[src/rtl/core/fq_div_step.sv]
// ----------------------------------------------------------------------------
// fq_div_step: one restoring division step
// Shifts the next dividend bit into the partial remainder, subtracts the
// divisor when it fits and appends one quotient bit.
// ----------------------------------------------------------------------------
module fq_div_step #(
  parameter int unsigned QW = 40
) (
  input  logic [32:0]    rem_i,
  input  logic [QW-1:0]  dvd_i,
  input  logic [QW-1:0]  quo_i,
  input  logic [31:0]    dsr_i,
  output logic [32:0]    rem_o,
  output logic [QW-1:0]  dvd_o,
  output logic [QW-1:0]  quo_o
);

  logic [32:0] sh;
  logic [33:0] diff;
  logic        fits;

  // Trial subtraction of the divisor from the shifted remainder.
  always_comb begin
    sh    = {rem_i[31:0], dvd_i[QW-1]};
    diff  = {1'b0, sh} - {2'b0, dsr_i};
    fits  = ~diff[33];
    rem_o = fits ? diff[32:0] : sh;
    dvd_o = {dvd_i[QW-2:0], 1'b0};
    quo_o = {quo_i[QW-2:0], fits};
  end

endmodule

[config.mk]
export PLATFORM = sky130hd
export DESIGN_NAME = fq_div_step
export DESIGN_NICKNAME = d
export VERILOG_FILES = /design/src/rtl/core/fq_div_step.sv
export SDC_FILE = /design/constraint.sdc
export NUM_CORES = 1
export LEC_CHECK = 0
export ABC_AREA = 1
export BUFFER_PORTS_ARGS = -buffer_cell sky130_fd_sc_hd__buf_2
export CAP_MARGIN = 40
export CORE_AREA = 2 2 99 101
export DETAILED_ROUTE_END_ITERATION = 10
export DIE_AREA = 0 0 101 103
export PLACE_DENSITY = 0.85
export SYNTH_ARGS = -nofsm -noshare
export SYNTH_HDL_FRONTEND = slang
export SYNTH_SLANG_ARGS = --single-unit
[constraint.sdc]
create_clock -name vclk -period 2.65
set_clock_uncertainty 0.1 [all_clocks]
set_input_delay 0.265 -clock vclk [all_inputs]
set_output_delay 0.265 -clock vclk [all_outputs]
set_load 0.05 [all_outputs]
==> flow_summary.yaml <==
worst_setup_path:
  cp.arrival_ns: 2.19
  crit_top_cell: "nand2_1"
  cpPeakStageDelay_ns: 0.32
  worstPathRequired_ns: 2.29
  path_cells: "buf_2, inv_1, ha_2, nand2_2, inv_1, nand2_1, nand3_1, a21oi_2, nor2_4, nor2_8, nand2_8, buf_12, nand2_1, nand2_1, clkbuf_4"
  cp-end-kind: "output pin"
  worstSetupPathType: "in2out"
  crit_slowest_cell: "ha_2"
  start_kind: "primary input"
  crit_path_max_fanout: 12
logic_synthesis:
  avgSynthCellArea_um2: 5.15
  synth_compound_area_frac: 0.0328
  yosys.area_share.simple: 0.496
  synth_cell_types: 31
  synth_fp_nets: 925
  yosys_warnings: 0
  synth_fa_ha_area_frac: 0.109
  muxShareOfSynthArea: 0
  synth_top_family_by_area: "simple AND/OR/NAND/NOR gates"
  synth_xor_area_frac: 0.0341
  synth.cell_area_um2: 3850
  ys_seq_area_frac: 0
  netlist_instances: 747
min_path:
  min_path_type: "in2out"
sta:
  tns_ns: 0
  hold_viol: 0
  finalSetupViolCount: 0
  final-max-slew-violation-count: 0
  fin_crit_sh: 0.965
  rsz0062_at_grt: "yes"
  timing.hold.ws_ns: 0.430
  clock.fmax_mhz: 391
  fin_crit_ns: 2.56
grt:
  antenna_found_initial: 0
  grt_remaining_overflow: 0
  grt_pass1_vias: 3791
  grt_usage: 0.199
  grt_pass1_wl_um: 17000
  grt_max_degree: 20
pwr:
  p_sw_mw: 0.900
  p_leak_nw: 2.73
  switching_share: 0.678
  peakVddDrop_mv: 0.149
  pwr-share-seq: 0
  p_int_mw: 0.427
  combPwrFrac: 1.000
  p_clk_frac: 0
  cellPowerDensity_nw_per_um2: 322
  p_total_mw: 1.33
route:
  wirelength_um: 10800
  vias_per_cell: 4.73
  via_count: 4210
  drtIter0Drc: 190
  drcViolationCount: 0
  routedWlPerCell_um: 12.2
  drtPass1Iterations: 5
  ant_nets: 0
cells_and_area:
  area_growth_pct: 7.06
  layout_commonest_cell: "nand2_1"
  fin_nets: 957
  n_antenna_cell: 0
  layout_common_cells: "nand2_1, inv_1, buf_2, nand3_1, nor2_1"
  utilization: 0.435
  nFlopsAndLatches: 0
  drive_gt1_frac: 0.205
  clock_buffers: 0
  num-fill-cells: 1079
  fin_cells: 891
  seqCellArea_um2: 0
floorplanning:
  start_util: 0.407
  coreArea_um2: 9460
  die_height_um: 103
  chipWidth_um: 101
  pin_count: 258
  rows: 36
  die-area_um2: 10400
placed_design:
  place_hpwl_um: 9550
  io_buffers: 99
  place_inst: 891
  place.gp.congestion: 0.928
run_status:
  status: "finished clean"
clocking:
  ctsHoldBuffers: 0
run:
  timing.max_cap.violations: 0
[metal layers]
| layer | vias to the layer above | routed length (um) | track usage |
|---|---|---|---|
| li1 | 2225 | - | - |
| met1 | 1822 | 4880 | 0.257 |
| met2 | 131 | 5080 | 0.361 |
| met3 | 32 | 668 | 0.0183 |
| met4 | 0 | 204 | 0.0416 |
| met5 | - | 0 | 0 |
[repair_timing]
| action | 4_1_cts | 5_1_grt |
|---|---|---|
| endpoints found under the setup margin | 1 | 26 |
| pin swaps | 0 | 2 |
| gates resized for setup | 1 | 41 |
| setup buffers | 0 | 0 |
[kinds of logic (layout without fill, tap and decap cells)]
family | Yosys count | count (layout)
AND/OR/NAND/NOR | 432 | 432
buffers and inverters | 243 | 273
adder cells (fa/ha/maj) | 33 | 33
AO/OA/AOI/OAI | 23 | 23
XOR/XNOR | 15 | 15
other | 1 | 1
[layout make-up]
class                      instances  area [um2]  share of cell area
inverter                         154         578               0.140
multi-input combinational        504        2640               0.640
tap                              114         143              0.0346
timing repair buffer             119         762               0.185
[per-stage QoR]
step,setup WS (ns),cell area (um2)
floorplan,0.203,3850
global placement,0.0106,4010
detailed placement,0.0122,4010
CTS,0.0303,4010
global route,-0.0115,4120
finish,0.0919,4120
[Yosys cell counts (2+ instances only)]
cell	count	area share
xor2_1	15	0.034
inv_1	152	0.15
inv_2	2	0.0020
nor3_1	4	0.0052
ha_1	32	0.10
nand2_2	3	0.0049
buf_2	5	0.0065
nand3_1	63	0.082
o21bai_1	3	0.0059
a21oi_1	18	0.023
nand3_2	11	0.029
nor2_2	4	0.0065
buf_4	81	0.16
and2_1	10	0.016
nor2_1	37	0.036
nand3b_1	6	0.012
nand4_1	7	0.011
nand2_1	281	0.27
[critical path: cells and delay by family]
kind	cells	cell delay (ns)
buffers and inverters	5	0.64
AOI/OAI and AO/OA	1	0.24
and+or+nand+nor	8	0.73
adders and majority gates	1	0.32
[power by group through the flow]
stage          combinational [mW]  clock (mW)  sequential (mW)
2_1_floorplan                1.26           0                0
3_3_place_gp                 1.27           0                0
3_5_place_dp                 1.27           0                0
4_1_cts                      1.28           0                0
5_1_grt                      1.45           0                0
6_report                     1.33           0                0
[final timing paths]
path	start	endpoint	slack (ns)	depth (start not counted)
worst max-delay path	dsr_i[20]	rem_o[9]	0.09	15
worst min-delay path	dvd_i[10]	dvd_o[11]	0.43	0
(Power assumes the default switching activity.)
